### config.mk
export PLATFORM = sky130hd
export DESIGN_NAME = sorted_set_operation_engine_flat
export DESIGN_NICKNAME = d
export VERILOG_FILES = /design/src/design/sose_pkg.sv /design/src/design/sose_if.sv /design/src/design/sose_front.sv /design/src/design/sose_queue.sv /design/src/design/sose_back.sv /design/src/design/sorted_set_operation_engine.sv /design/src/flat_wrapper.sv
export SDC_FILE = /design/constraint.sdc
export NUM_CORES = 2
export LEC_CHECK = 0
export ABC_AREA = 1
export BUFFER_PORTS_ARGS = -buffer_cell sky130_fd_sc_hd__buf_2
export CORE_MARGIN = 2
export CORE_UTILIZATION = 45
export CTS_CLUSTER_SIZE = 12
export DETAILED_ROUTE_END_ITERATION = 6
export PLACE_DENSITY = 0.73
export SYNTH_ARGS = -nofsm -noshare
export SYNTH_HDL_FRONTEND = slang
export SYNTH_HIERARCHICAL = 1
export SYNTH_SLANG_ARGS = --single-unit
### constraint.sdc
create_clock -name clk -period 5.05 [get_ports clk]
set_input_delay 0.2525 -clock clk [delete_from_list [all_inputs] [get_ports clk]]
set_output_delay 0.2525 -clock clk [all_outputs]
set_load 0.01 [all_outputs]
### src/design/sose_pkg.sv
`timescale 1ns / 1ps
`default_nettype none
package sose_pkg;

  localparam int MAX_ELEMS = 8;
  localparam int IDX_W     = (MAX_ELEMS > 1) ? $clog2(MAX_ELEMS) : 1;
  localparam int CNT_W     = $clog2(MAX_ELEMS + 1);
  localparam int VAL_W     = 32;

  localparam int QDEPTH    = 2;
  localparam int QPTR_W    = (QDEPTH > 1) ? $clog2(QDEPTH) : 1;
  localparam int QCNT_W    = $clog2(QDEPTH + 1);

  localparam logic [1:0] KIND_LOAD_A = 2'd0;
  localparam logic [1:0] KIND_LOAD_B = 2'd1;
  localparam logic [1:0] KIND_CLEAR  = 2'd2;
  localparam logic [1:0] KIND_RUN    = 2'd3;

  localparam logic [1:0] OPC_UNION   = 2'd0;
  localparam logic [1:0] OPC_INTER   = 2'd1;
  localparam logic [1:0] OPC_DIFF    = 2'd2;
  localparam logic [1:0] OPC_PRODUCT = 2'd3;

  typedef logic signed [VAL_W-1:0] elem_t;
  typedef elem_t set_arr_t [MAX_ELEMS];

  typedef enum logic [1:0] {
    CMD_LOAD_A,
    CMD_LOAD_B,
    CMD_CLEAR,
    CMD_RUN
  } cmd_code_e;

  typedef enum logic [1:0] {
    OP_UNION,
    OP_INTER,
    OP_DIFF,
    OP_PRODUCT
  } op_e;

  typedef enum logic [1:0] {
    ST_IDLE,
    ST_RUN,
    ST_FIN
  } back_state_e;

  typedef struct packed {
    cmd_code_e code;
    elem_t     value;
    op_e       op;
  } cmd_t;

  typedef struct packed {
    logic             pend_valid;
    logic [CNT_W-1:0] a_count;
    logic [CNT_W-1:0] b_count;
  } back_status_t;

  // Sorted insert with parallel compare and shift; caller checks n < MAX_ELEMS.
  function automatic set_arr_t set_insert(set_arr_t s, logic [CNT_W-1:0] n, elem_t v);
    set_arr_t               r;
    logic [MAX_ELEMS-1:0]   gt;
    for (int p = 0; p < MAX_ELEMS; p++) begin
      gt[p] = (CNT_W'(p) < n) && (s[p] > v);
    end
    r[0] = (gt[0] || n == '0) ? v : s[0];
    for (int p = 1; p < MAX_ELEMS; p++) begin
      if (gt[p-1]) begin
        r[p] = s[p-1];
      end else if (gt[p] || CNT_W'(p) == n) begin
        r[p] = v;
      end else begin
        r[p] = s[p];
      end
    end
    return r;
  endfunction

  function automatic logic in_set(set_arr_t s, logic [CNT_W-1:0] n, elem_t v);
    logic hit;
    hit = 1'b0;
    for (int p = 0; p < MAX_ELEMS; p++) begin
      hit = hit | ((CNT_W'(p) < n) && (s[p] == v));
    end
    return hit;
  endfunction

endpackage
`default_nettype wire

### src/design/sose_if.sv
`timescale 1ns / 1ps
`default_nettype none
interface sose_in_if;
  logic               valid;
  logic               ready;
  logic [1:0]         kind;
  logic signed [31:0] value;
  logic [1:0]         operation;

  modport source (output valid, kind, value, operation, input ready);
  modport sink   (input valid, kind, value, operation, output ready);
endinterface

interface sose_out_if;
  logic               valid;
  logic               ready;
  logic signed [31:0] first_value;
  logic signed [31:0] second_value;
  logic               has_value;
  logic               last;

  modport source (output valid, first_value, second_value, has_value, last, input ready);
  modport sink   (input valid, first_value, second_value, has_value, last, output ready);
endinterface
`default_nettype wire

### src/design/sose_front.sv
`timescale 1ns / 1ps
`default_nettype none
module sose_front
  import sose_pkg::*;
(
  sose_in_if.sink   in_ch,
  input  wire logic full,
  output logic      push,
  output cmd_t      cmd
);

  assign in_ch.ready = !full;
  assign push        = in_ch.valid && !full;

  always_comb begin
    cmd.value = in_ch.value;
    case (in_ch.kind)
      KIND_LOAD_A: cmd.code = CMD_LOAD_A;
      KIND_LOAD_B: cmd.code = CMD_LOAD_B;
      KIND_CLEAR:  cmd.code = CMD_CLEAR;
      KIND_RUN:    cmd.code = CMD_RUN;
      default:     cmd.code = CMD_CLEAR;
    endcase
    case (in_ch.operation)
      OPC_UNION:   cmd.op = OP_UNION;
      OPC_INTER:   cmd.op = OP_INTER;
      OPC_DIFF:    cmd.op = OP_DIFF;
      OPC_PRODUCT: cmd.op = OP_PRODUCT;
      default:     cmd.op = OP_UNION;
    endcase
  end

endmodule
`default_nettype wire

### src/design/sose_queue.sv
`timescale 1ns / 1ps
`default_nettype none
module sose_queue
  import sose_pkg::*;
(
  input  wire logic clk,
  input  wire logic rst,
  input  wire logic push,
  input  cmd_t      push_data,
  output logic      full,
  input  wire logic pop,
  output cmd_t      head,
  output logic      head_valid
);

  cmd_t              q [QDEPTH];
  logic [QPTR_W-1:0] wr_ptr;
  logic [QPTR_W-1:0] rd_ptr;
  logic [QCNT_W-1:0] count;
  logic              do_push;
  logic              do_pop;

  assign full       = (count == QCNT_W'(QDEPTH));
  assign head_valid = (count != '0);
  assign head       = q[rd_ptr];
  assign do_push    = push && !full;
  assign do_pop     = pop && head_valid;

  always_ff @(posedge clk) begin
    if (do_push) begin
      q[wr_ptr] <= push_data;
    end
  end

  always_ff @(posedge clk) begin
    if (rst) begin
      wr_ptr <= '0;
      rd_ptr <= '0;
      count  <= '0;
    end else begin
      if (do_push) begin
        wr_ptr <= (wr_ptr == QPTR_W'(QDEPTH - 1)) ? '0 : wr_ptr + QPTR_W'(1);
      end
      if (do_pop) begin
        rd_ptr <= (rd_ptr == QPTR_W'(QDEPTH - 1)) ? '0 : rd_ptr + QPTR_W'(1);
      end
      case ({do_push, do_pop})
        2'b10:   count <= count + QCNT_W'(1);
        2'b01:   count <= count - QCNT_W'(1);
        default: count <= count;
      endcase
    end
  end

endmodule
`default_nettype wire

### src/design/sose_back.sv
`timescale 1ns / 1ps
`default_nettype none
module sose_back
  import sose_pkg::*;
(
  input  wire logic    clk,
  input  wire logic    rst,
  input  cmd_t         head,
  input  wire logic    head_valid,
  output logic         pop,
  sose_out_if.source   out_ch,
  output back_status_t status
);

  back_state_e      state;
  back_state_e      state_next;
  set_arr_t         set_a;
  set_arr_t         set_b;
  logic [CNT_W-1:0] a_count;
  logic [CNT_W-1:0] b_count;
  logic [CNT_W-1:0] i_idx;
  logic [CNT_W-1:0] j_idx;
  op_e              run_op;

  logic             pend_valid;
  elem_t            pend_first;
  elem_t            pend_second;

  logic             o_valid;
  elem_t            o_first;
  elem_t            o_second;
  logic             o_has;
  logic             o_last;

  logic             out_free;
  logic             step;
  logic             fin_push;
  logic             run_done;
  logic             a_ok;
  logic             b_ok;
  elem_t            a_rd;
  elem_t            b_rd;
  logic             emit;
  elem_t            emit_first;
  elem_t            emit_second;
  logic             i_inc;
  logic             j_inc;
  logic             j_wrap;
  logic             out_push;

  assign out_free = !o_valid || out_ch.ready;
  assign a_ok     = i_idx < a_count;
  assign b_ok     = j_idx < b_count;
  assign a_rd     = set_a[i_idx[IDX_W-1:0]];
  assign b_rd     = set_b[j_idx[IDX_W-1:0]];

  always_comb begin
    case (run_op)
      OP_UNION:   run_done = !a_ok && !b_ok;
      OP_INTER:   run_done = !a_ok;
      OP_DIFF:    run_done = !a_ok;
      OP_PRODUCT: run_done = !a_ok || (b_count == '0);
      default:    run_done = 1'b1;
    endcase
  end

  always_comb begin
    state_next = state;
    case (state)
      ST_IDLE: if (head_valid && head.code == CMD_RUN) state_next = ST_RUN;
      ST_RUN:  if (out_free && run_done) state_next = ST_FIN;
      ST_FIN:  if (out_free) state_next = ST_IDLE;
      default: state_next = ST_IDLE;
    endcase
  end

  always_comb begin
    pop      = 1'b0;
    step     = 1'b0;
    fin_push = 1'b0;
    case (state)
      ST_IDLE: pop      = head_valid;
      ST_RUN:  step     = out_free && !run_done;
      ST_FIN:  fin_push = out_free;
      default: pop      = 1'b0;
    endcase
  end

  // One iteration of the selected operation.
  always_comb begin
    emit        = 1'b0;
    emit_first  = a_rd;
    emit_second = '0;
    i_inc       = 1'b0;
    j_inc       = 1'b0;
    j_wrap      = 1'b0;
    case (run_op)
      OP_UNION: begin
        if (b_ok && in_set(set_a, a_count, b_rd)) begin
          j_inc = 1'b1;
        end else if (!b_ok || (a_ok && a_rd <= b_rd)) begin
          emit  = 1'b1;
          i_inc = 1'b1;
        end else begin
          emit       = 1'b1;
          emit_first = b_rd;
          j_inc      = 1'b1;
        end
      end
      OP_INTER, OP_DIFF: begin
        emit  = in_set(set_b, b_count, a_rd) == (run_op == OP_INTER);
        i_inc = 1'b1;
      end
      OP_PRODUCT: begin
        emit        = 1'b1;
        emit_second = b_rd;
        if ((j_idx + CNT_W'(1)) == b_count) begin
          j_wrap = 1'b1;
          i_inc  = 1'b1;
        end else begin
          j_inc = 1'b1;
        end
      end
      default: emit = 1'b0;
    endcase
  end

  assign out_push = (step && emit && pend_valid) || fin_push;

  always_ff @(posedge clk) begin
    if (rst) begin
      state      <= ST_IDLE;
      a_count    <= '0;
      b_count    <= '0;
      i_idx      <= '0;
      j_idx      <= '0;
      run_op     <= OP_UNION;
      pend_valid <= 1'b0;
      o_valid    <= 1'b0;
    end else begin
      state <= state_next;
      if (pop) begin
        case (head.code)
          CMD_LOAD_A: if (a_count < CNT_W'(MAX_ELEMS)) a_count <= a_count + CNT_W'(1);
          CMD_LOAD_B: if (b_count < CNT_W'(MAX_ELEMS)) b_count <= b_count + CNT_W'(1);
          CMD_CLEAR: begin
            a_count <= '0;
            b_count <= '0;
          end
          CMD_RUN: begin
            run_op <= head.op;
            i_idx  <= '0;
            j_idx  <= '0;
          end
          default: a_count <= a_count;
        endcase
      end
      if (step) begin
        if (i_inc) i_idx <= i_idx + CNT_W'(1);
        if (j_wrap) begin
          j_idx <= '0;
        end else if (j_inc) begin
          j_idx <= j_idx + CNT_W'(1);
        end
      end
      if (step && emit) begin
        pend_valid <= 1'b1;
      end else if (fin_push) begin
        pend_valid <= 1'b0;
      end
      if (out_push) begin
        o_valid <= 1'b1;
      end else if (out_ch.ready) begin
        o_valid <= 1'b0;
      end
    end
  end

  always_ff @(posedge clk) begin
    if (pop && head.code == CMD_LOAD_A && a_count < CNT_W'(MAX_ELEMS)) begin
      set_a <= set_insert(set_a, a_count, head.value);
    end
    if (pop && head.code == CMD_LOAD_B && b_count < CNT_W'(MAX_ELEMS)) begin
      set_b <= set_insert(set_b, b_count, head.value);
    end
    if (step && emit) begin
      pend_first  <= emit_first;
      pend_second <= emit_second;
    end
    if (out_push) begin
      // The final transfer of a run carries the held element, or an empty marker.
      o_first  <= pend_valid ? pend_first : '0;
      o_second <= pend_valid ? pend_second : '0;
      o_has    <= pend_valid;
      o_last   <= fin_push;
    end
  end

  assign out_ch.valid        = o_valid;
  assign out_ch.first_value  = o_first;
  assign out_ch.second_value = o_second;
  assign out_ch.has_value    = o_has;
  assign out_ch.last         = o_last;

  assign status.pend_valid = pend_valid;
  assign status.a_count    = a_count;
  assign status.b_count    = b_count;

endmodule
`default_nettype wire

### src/design/sorted_set_operation_engine.sv
// Sorted set operation engine: two small multisets A and B of signed 32-bit
// values, each kept in ascending order, with union, intersection, difference
// and cartesian product over them.
// in_ch carries kind, value and operation; an item transfers when valid and
// ready are both high. Loads and clears give no result. A run gives one or
// more results on out_ch, last set on the final one; an empty answer gives a
// single result with has_value low.
// Items pass through a two-entry command queue to the execution unit. A run
// makes union na+nb, intersection and difference na, product na*nb iteration
// steps (na, nb the set sizes). Results follow one per cycle while out_ch is
// not stalled, except where union skips a B element found in A or
// intersection/difference drops an element, and the final result is sent
// from the finishing state after the last step. One result is held back until
// the next is known so that last can be set. When out_ch is stalled the
// execution unit holds, the queue fills and in_ch.ready drops. Synchronous
// reset empties both sets, the queue and the output register.
`timescale 1ns / 1ps
`default_nettype none
module sorted_set_operation_engine
  import sose_pkg::*;
(
  input  wire logic  clk,
  input  wire logic  rst,
  sose_in_if.sink    in_ch,
  sose_out_if.source out_ch
);

  logic         push;
  cmd_t         cmd;
  logic         full;
  logic         pop;
  cmd_t         head;
  logic         head_valid;
  back_status_t status;

  sose_front u_front (
    .in_ch (in_ch),
    .full  (full),
    .push  (push),
    .cmd   (cmd)
  );

  sose_queue u_queue (
    .clk        (clk),
    .rst        (rst),
    .push       (push),
    .push_data  (cmd),
    .full       (full),
    .pop        (pop),
    .head       (head),
    .head_valid (head_valid)
  );

  sose_back u_back (
    .clk        (clk),
    .rst        (rst),
    .head       (head),
    .head_valid (head_valid),
    .pop        (pop),
    .out_ch     (out_ch),
    .status     (status)
  );

  a_count_bound: assert property (@(posedge clk) disable iff (rst)
    status.a_count <= CNT_W'(MAX_ELEMS) && status.b_count <= CNT_W'(MAX_ELEMS))
    else $error("set count beyond capacity");

  a_count_step: assert property (@(posedge clk) disable iff (rst)
    1'b1 |=> (status.a_count == $past(status.a_count) ||
              status.a_count == $past(status.a_count) + CNT_W'(1) ||
              status.a_count == '0))
    else $error("set A count changed by more than one insert");

  last_no_pending: assert property (@(posedge clk) disable iff (rst)
    out_ch.valid && out_ch.last |-> !status.pend_valid)
    else $error("element held back behind a final result");

endmodule
`default_nettype wire
### src/flat_wrapper.sv
// flat-port wrapper written by rule: the top's interface ports become plain ports
module sorted_set_operation_engine_flat import sose_pkg::*;
  (clk, rst, in_ch_valid, in_ch_kind, in_ch_value, in_ch_operation, in_ch_ready, out_ch_valid, out_ch_first_value, out_ch_second_value, out_ch_has_value, out_ch_last, out_ch_ready);
  sose_in_if in_ch_i ();
  sose_out_if out_ch_i ();
  input  wire logic clk;
  input  wire logic rst;
  input wire logic [$bits(in_ch_i.valid)-1:0] in_ch_valid;
  input wire logic [$bits(in_ch_i.kind)-1:0] in_ch_kind;
  input wire logic [$bits(in_ch_i.value)-1:0] in_ch_value;
  input wire logic [$bits(in_ch_i.operation)-1:0] in_ch_operation;
  output wire logic [$bits(in_ch_i.ready)-1:0] in_ch_ready;
  output wire logic [$bits(out_ch_i.valid)-1:0] out_ch_valid;
  output wire logic [$bits(out_ch_i.first_value)-1:0] out_ch_first_value;
  output wire logic [$bits(out_ch_i.second_value)-1:0] out_ch_second_value;
  output wire logic [$bits(out_ch_i.has_value)-1:0] out_ch_has_value;
  output wire logic [$bits(out_ch_i.last)-1:0] out_ch_last;
  input wire logic [$bits(out_ch_i.ready)-1:0] out_ch_ready;
  assign in_ch_i.valid = in_ch_valid;
  assign in_ch_i.kind = in_ch_kind;
  assign in_ch_i.value = in_ch_value;
  assign in_ch_i.operation = in_ch_operation;
  assign in_ch_ready = in_ch_i.ready;
  assign out_ch_valid = out_ch_i.valid;
  assign out_ch_first_value = out_ch_i.first_value;
  assign out_ch_second_value = out_ch_i.second_value;
  assign out_ch_has_value = out_ch_i.has_value;
  assign out_ch_last = out_ch_i.last;
  assign out_ch_i.ready = out_ch_ready;
  sorted_set_operation_engine u_core (.clk(clk), .rst(rst), .in_ch(in_ch_i), .out_ch(out_ch_i));
endmodule
* After elaboration in Yosys (flattened, before gate mapping)
Memory sizes are Yosys's and may differ from the RTL's. A register that Yosys moved wholly into a read port is not among the register bits. Cells that the tools add are included.
Word-level totals: memories 1, bits of input ports 40, bits in writable memories 72, logic and storage cells 353, output and inout bits 68, bits in registers 668
Memory list:
- u_core.u_queue.q | depth 2, width 36, read ports 1, clocked after memory_dff 1, wr ports 1, line sose_queue.sv:16 | cmd_t q [QDEPTH];
Cells by class: multiplexer cells 82, reductions and logical operators 120, eq/ne operators 54, bitwise operators 16, order comparisons 39, add/subtract/negate cells 8
Operators with widths (number):
- 32-bit two-way mux | 35
- 32-bit equality test | 16
- 32-bit > comparator | 16
- 32-bit binary-select mux with 3-bit select | 2
- 1-bit logical AND | 47
- 4-bit two-way mux | 11
- 2-bit nonzero test | 20
- 2-bit AND reduction | 17
- 3-bit by 4-bit equality test with 1-bit output (first input constant) | 8
- 32-bit less-or-equal comparator | 1
- 3-bit by 4-bit < comparator with 1-bit output (first input constant) | 8
- 2-bit equality test (second input constant) | 11
- 1-bit two-way mux | 21
- 1-bit logical OR | 20
- 4-bit by 1-bit adder with 4-bit output (second input constant) | 4
- 2-bit by 4-bit equality test with 1-bit output (first input constant) | 4
- 1-bit by 4-bit < comparator with 1-bit output (first input constant) | 4
- 2-bit by 4-bit < comparator with 1-bit output (first input constant) | 4
- 2-bit one-hot mux with 4 select lines | 2
- 4-bit one-hot mux with 2 select lines | 2
- 1-bit bitwise OR | 14
- 2-bit by 1-bit equality test with 1-bit output (second input constant) | 6
- 2-bit zero test | 5
- 2-bit inequality test (second input constant) | 5
- other kinds (19) | 36

* Longest topological paths before layout
depth after elaboration 20, gate-level depth with buffers 27, gate-level depth less buffers 25

* Modules after synthesis
The synthesis kept the hierarchy.
Modules (own cells, without submodules):
- sose_back | area an instance 52395.3 um2, cells each 6867, seq. area each 19718.9 um2, times used 1
- sose_queue | area an instance 2997.9 um2, cells each 152, seq. area each 2262.2 um2, times used 1
- sose_front | area an instance 269.0 um2, cells each 39, seq. area each 0.0 um2, times used 1

* Worst setup path before layout
OpenSTA, ideal clock, no wires.
path type register -> register, start point register (tool-made name), end point register u_core/u_back/set_a[0] (netlist name), enable pin, cell stages (with the launch flop) 17, buffers on the path 4, setup slack -0.268 ns, arrival time 4.877 ns, clock period less this slack 5.318 ns, library setup time 0.441 ns, required time 4.609 ns, cells stage by stage dfxtp_1 > buf_6 > buf_12 > mux2_4 > clkbuf_1 > inv_1 > ha_1 > nand3_1 > nor4_1 > inv_1 > nor4_1 > nand2_1 > o2111ai_1 > xnor2_1 > nand3_1 > clkbuf_1 > a31oi_1
RTL lines:
- to (signal assigned) | line sose_back.sv:181 | set_a <= set_insert(set_a, a_count, head.value);
- to (decl) | line sose_back.sv:17 | set_arr_t set_a;

* Worst setup path after layout
start point register u_core.u_back.j_idx[1], end point register u_core.u_back.i_idx[0]
On the way: longest elaborated chain between the ends 18, elaborated cells between the ends (all ways) 46, classes of those cells add/sub (1); order compare (2); eq/ne (9); mux (11); bitwise (8); reduce/logical (15)
RTL lines:
- from (decl) | line sose_back.sv:22 | logic [CNT_W-1:0] j_idx;
- from (signal assigned) | line sose_back.sv:163 | j_idx <= j_idx + CNT_W'(1);
- 3-bit inverter with 4-bit output (not written as such) | line sose_back.sv:55 | assign b_rd = set_b[j_idx[IDX_W-1:0]];
- 32-bit binary-select mux with 3-bit select | line sose_back.sv:55
- 32-bit two-way mux (not written as such) (2 in series) | line sose_back.sv:55
- 32-bit equality test | line sose_pkg.sv:83 | hit = hit | ((CNT_W'(p) < n) && (s[p] == v));
- 1-bit logical AND | line sose_pkg.sv:83
- 1-bit bitwise OR (7 in series) | line sose_pkg.sv:83
- 1-bit logical AND | line sose_back.sv:99 | if (b_ok && in_set(set_a, a_count, b_rd)) begin
- 1-bit two-way mux | line sose_back.sv:99
- 1-bit one-hot mux with 3 select lines | line sose_back.sv:97 | case (run_op)
- 4-bit two-way mux | line sose_back.sv:159 | if (i_inc) i_idx <= i_idx + CNT_W'(1);
- 4-bit two-way mux * | line sose_back.sv:158 | if (step) begin
- to (signal assigned) | line sose_back.sv:159
- to (decl) | line sose_back.sv:21 | logic [CNT_W-1:0] i_idx;
Every way passes the cells marked *; elsewhere a longest branch is shown, timed or not. The select of a mux whose other input is x is not followed. A chain may end at the register's enable or synchronous reset.

==> results.py <==
metrics = {
    "die": {
        "coreArea_um2": 123000,
        "dieArea_um2": 127000,
        "row_count": 129,
        "ioPinCount": 108,
        "die_h_um": 356,
        "start_util_pct": 45.2,
        "die_w_um": 356,
    },
    "critical_path": {
        "ff2ff_path_depth": 21,
        "crit_arrival_ns": 5.57,
        "required_ns": 5.61,
        "cp_common_cell": "nand2_1",
        "reg2reg_slack_ns": 0.04,
        "reg2reg_to": "u_core/u_back/i_idx[0]",
        "worst_path_max_delay_cell": "nor3_1",
        "r2r-start": "u_core/u_back/j_idx[1]",
        "path_cells": "inv_2 -> buf_4 -> nand3_1 -> nand3_1 -> nand2_1 -> ha_1 -> nand4_1 -> nor3_1 -> nand2_1 -> o2111ai_1 -> nand2_1 -> nand2_1 -> nand2_1 -> nand3_1 -> nand2_1 -> buf_4 -> o21ai_4 -> nand2_4 -> nor2_4 -> o21ai_1 -> nor2_1",
        "cp-end-kind": "flip-flop",
        "critPathMaxStageDelay_ns": 0.61,
        "crit_path_max_fanout": 18,
        "start_kind": "flip-flop",
        "path_class": "flip-flop to flip-flop",
    },
    "synthesis": {
        "syn_area_per_cell_um2": 7.89,
        "syn_area_um2": 55700,
        "yosysWarnings": 6,
        "synth_nets": 7659,
        "synthCells": 7057,
    },
    "hold_path": {
        "hold_class": "primary input to flip-flop",
        "min_from": "in_ch_value[31]",
        "whs_path_depth": 2,
        "holdPathEnd": "u_core/u_queue/q[1][33]",
    },
    "pwr": {
        "intPower_uw": 16000,
        "p_leak_uw": 0.0294,
        "comb_power_share_pct": 47.0,
        "switching_share_pct": 42.9,
        "switching_power_uw": 12100,
        "power_frac_clock_pct": 24.6,
        "power_density_nw_per_um2": 438,
        "vdd_drop_max_uv": 384,
        "power_frac_seq_pct": 28.5,
    },
    "clock_network": {
        "cts_max_level": 3,
        "cts_tree": "built",
        "insertion_delay_ns": 0.75,
        "clockRootBuffer": "clkbuf_16",
        "cts_made_buffers": 91,
        "clk_pin_slew_ns": 0.06,
        "clkSinkCount": 741,
        "clockBufferDepth": 3,
    },
    "global_routing": {
        "grt_pass1_wl_um": 356000,
        "grt_start_max_net_pins": 67,
        "antenna_found_initial": 14,
        "gr-total-overflow": 0,
        "grt_pass1_vias": 50600,
        "track_usage_pct": 39.1,
    },
    "sta": {
        "max_freq_mhz": 200,
        "skew_ns": 0.0572,
        "tightestPinTransition_ns": 1.13,
        "rsz0062_at_grt": "false",
        "period_minus_slack_ns": 5.01,
        "drv_slew": 0,
        "period_share_pct": 99.2,
        "slew_headroom_pct": 24.3,
        "tns_ns": 0,
        "hold_viol_final": 0,
        "setup_viol": 0,
    },
    "cells_and_area": {
        "design_area_um2": 64100,
        "drive_gt1_share_pct": 11.0,
        "fin_util_pct": 52.1,
        "synthToLayoutAreaGrowth_pct": 15.2,
        "layout.cells.non_filler": 9104,
        "nNetsFinal": 7995,
        "diodes": 0,
        "fillers": 11600,
    },
    "route": {
        "vias": 54900,
        "drc": 0,
        "vias_per_cell": 6.03,
        "wl_per_cell_um": 27.8,
        "antenna_left": 0,
        "drt_first_pass_iters": 6,
        "routed_wl_um": 253000,
        "drtIter0Drc": 8507,
    },
    "run": {
        "cap_violations": 0,
    },
    "placement": {
        "routabilityCongestion": 1.07,
        "dp_cells": 8896,
        "post-dp-hpwl_um": 200000,
        "port_buffers": 107,
        "place_area_um2": 60600,
    },
    "status": {
        "outcome": "finished clean",
    },
}
-- metal layers --
| layer | share of wire (%) | vias up | track usage, % | wire length (um) |
|---|---|---|---|---|
| li1 | - | 24700 | - | - |
| met1 | 38 | 25700 | 50.9 | 96700 |
| met2 | 41 | 3734 | 57.1 | 104000 |
| met3 | 14 | 792 | 12.0 | 34300 |
| met4 | 6.9 | 12 | 23.2 | 17400 |
| met5 | 0.038 | - | 0 | 97 |
-- power by group through the flow --
| stage | Clock (uW) | Sequential (uW) | Combinational, uW |
|---|---|---|---|
| floorplan | 0 | 8020 | 7480 |
| global placement | 0 | 8100 | 12300 |
| detailed placement | 0 | 8110 | 12600 |
| CTS | 6940 | 7980 | 12700 |
| global route | 7180 | 8020 | 14200 |
| finish | 6900 | 8000 | 13200 |
-- how the worst max path moves through the flow --
| stage | start | endpoint | slack, ns | cells after the start |
|---|---|---|---|---|
| final | u_core/u_back/j_idx[1] | u_core/u_back/i_idx[0] | 0.04 | 21 |
| after floorplan | flip-flop | u_core/u_back/set_b[224] | 0.23 | 17 |
| after detailed placement | flip-flop | u_core/u_back/set_a[64] | -0.23 | 16 |
| after CTS | flip-flop | u_core/u_back/set_b[161] | 0.07 | 19 |
| after global routing | flip-flop | u_core/u_back/set_a[97] | 0.005 | 17 |
| after global placement | flip-flop | u_core/u_back/set_a[97] | -0.31 | 18 |
-- cell type report --
cell class | count | area [um2] | area share, %
Multi-Input combinational cell | 5179 | 29100 | 45.3
Sequential cell | 741 | 22000 | 34.3
Timing Repair Buffer | 572 | 4890 | 7.63
Inverter | 808 | 3040 | 4.74
Clock buffer | 110 | 2400 | 3.74
Tap cell | 1637 | 2050 | 3.19
Clock inverter | 57 | 668 | 1.04
-- timing repair --
action / in CTS / in global routing
buffers inserted: 0 / 1
hold buffers: 40 / 0
endpoints found under the setup margin: 164 / 199
gates cloned: 0 / 0
hold endpoints to repair: 86 / 0
resized for setup: 3 / 5
-- worst max-delay path: cells and delay by family, from the launching register on --
family	cells	cell delay, ns
simple gates	14	2.51
flops	1	0.36
buf+inv	3	1.09
fa+ha+maj	1	0.33
compound gates	3	0.55
-- through the flow --
step	total power, uW	hold slack [ns]	worst slack [ns]
after detailed placement	20700	0.446	-0.229
after global placement	20400	0.440	-0.310
final	28100	0.240	0.0421
after global routing	29400	0.253	0.00539
after floorplan	15500	0.331	0.229
after CTS	27600	0.206	0.0744
-- placed cells by master (no fill, tap or decap), drive strengths merged, types with 13 or more instances in the layout --
| master | instances |
|---|---|
| nor4 | 25 |
| clkbuf | 110 |
| nor2 | 393 |
| xor2 | 85 |
| a21oi | 332 |
| o21a | 13 |
| buf | 532 |
| inv | 801 |
| o21ai | 722 |
| nand4 | 100 |
| nor3 | 29 |
| dfxtp | 27 |
| dlygate4sd3 | 40 |
| a31oi | 22 |
| o22ai | 27 |
| ha | 562 |
| a211oi | 28 |
| nand2 | 2011 |
| clkinv | 47 |
| nand3 | 609 |
| mux2 | 36 |
| o211ai | 109 |
| edfxtp | 714 |
-- registers in the layout, summed over array words and instances (netlist names), named ones only --
name	flops
u_core/u_back/out_ch.last	1
u_core/u_back/set_b	256
u_core/u_back/state	2
u_core/u_back/pend_first	32
u_core/u_back/out_ch.has_value	1
u_core/u_back/j_idx	4
u_core/u_queue/q	72
u_core/u_queue/wr_ptr	1
u_core/u_queue/count	2
u_core/u_back/set_a	256
u_core/u_back/pend_second	32
u_core/u_back/pend_valid	1
u_core/u_back/i_idx	4
u_core/u_queue/rd_ptr	1
u_core/u_back/out_ch.valid	1
u_core/u_back/out_ch.first_value	32
u_core/u_back/out_ch.second_value	32
u_core/u_back/run_op	2
u_core/u_back/b_count	4
u_core/u_back/a_count	4
No activity file was read; power rests on OpenSTA's default activity.
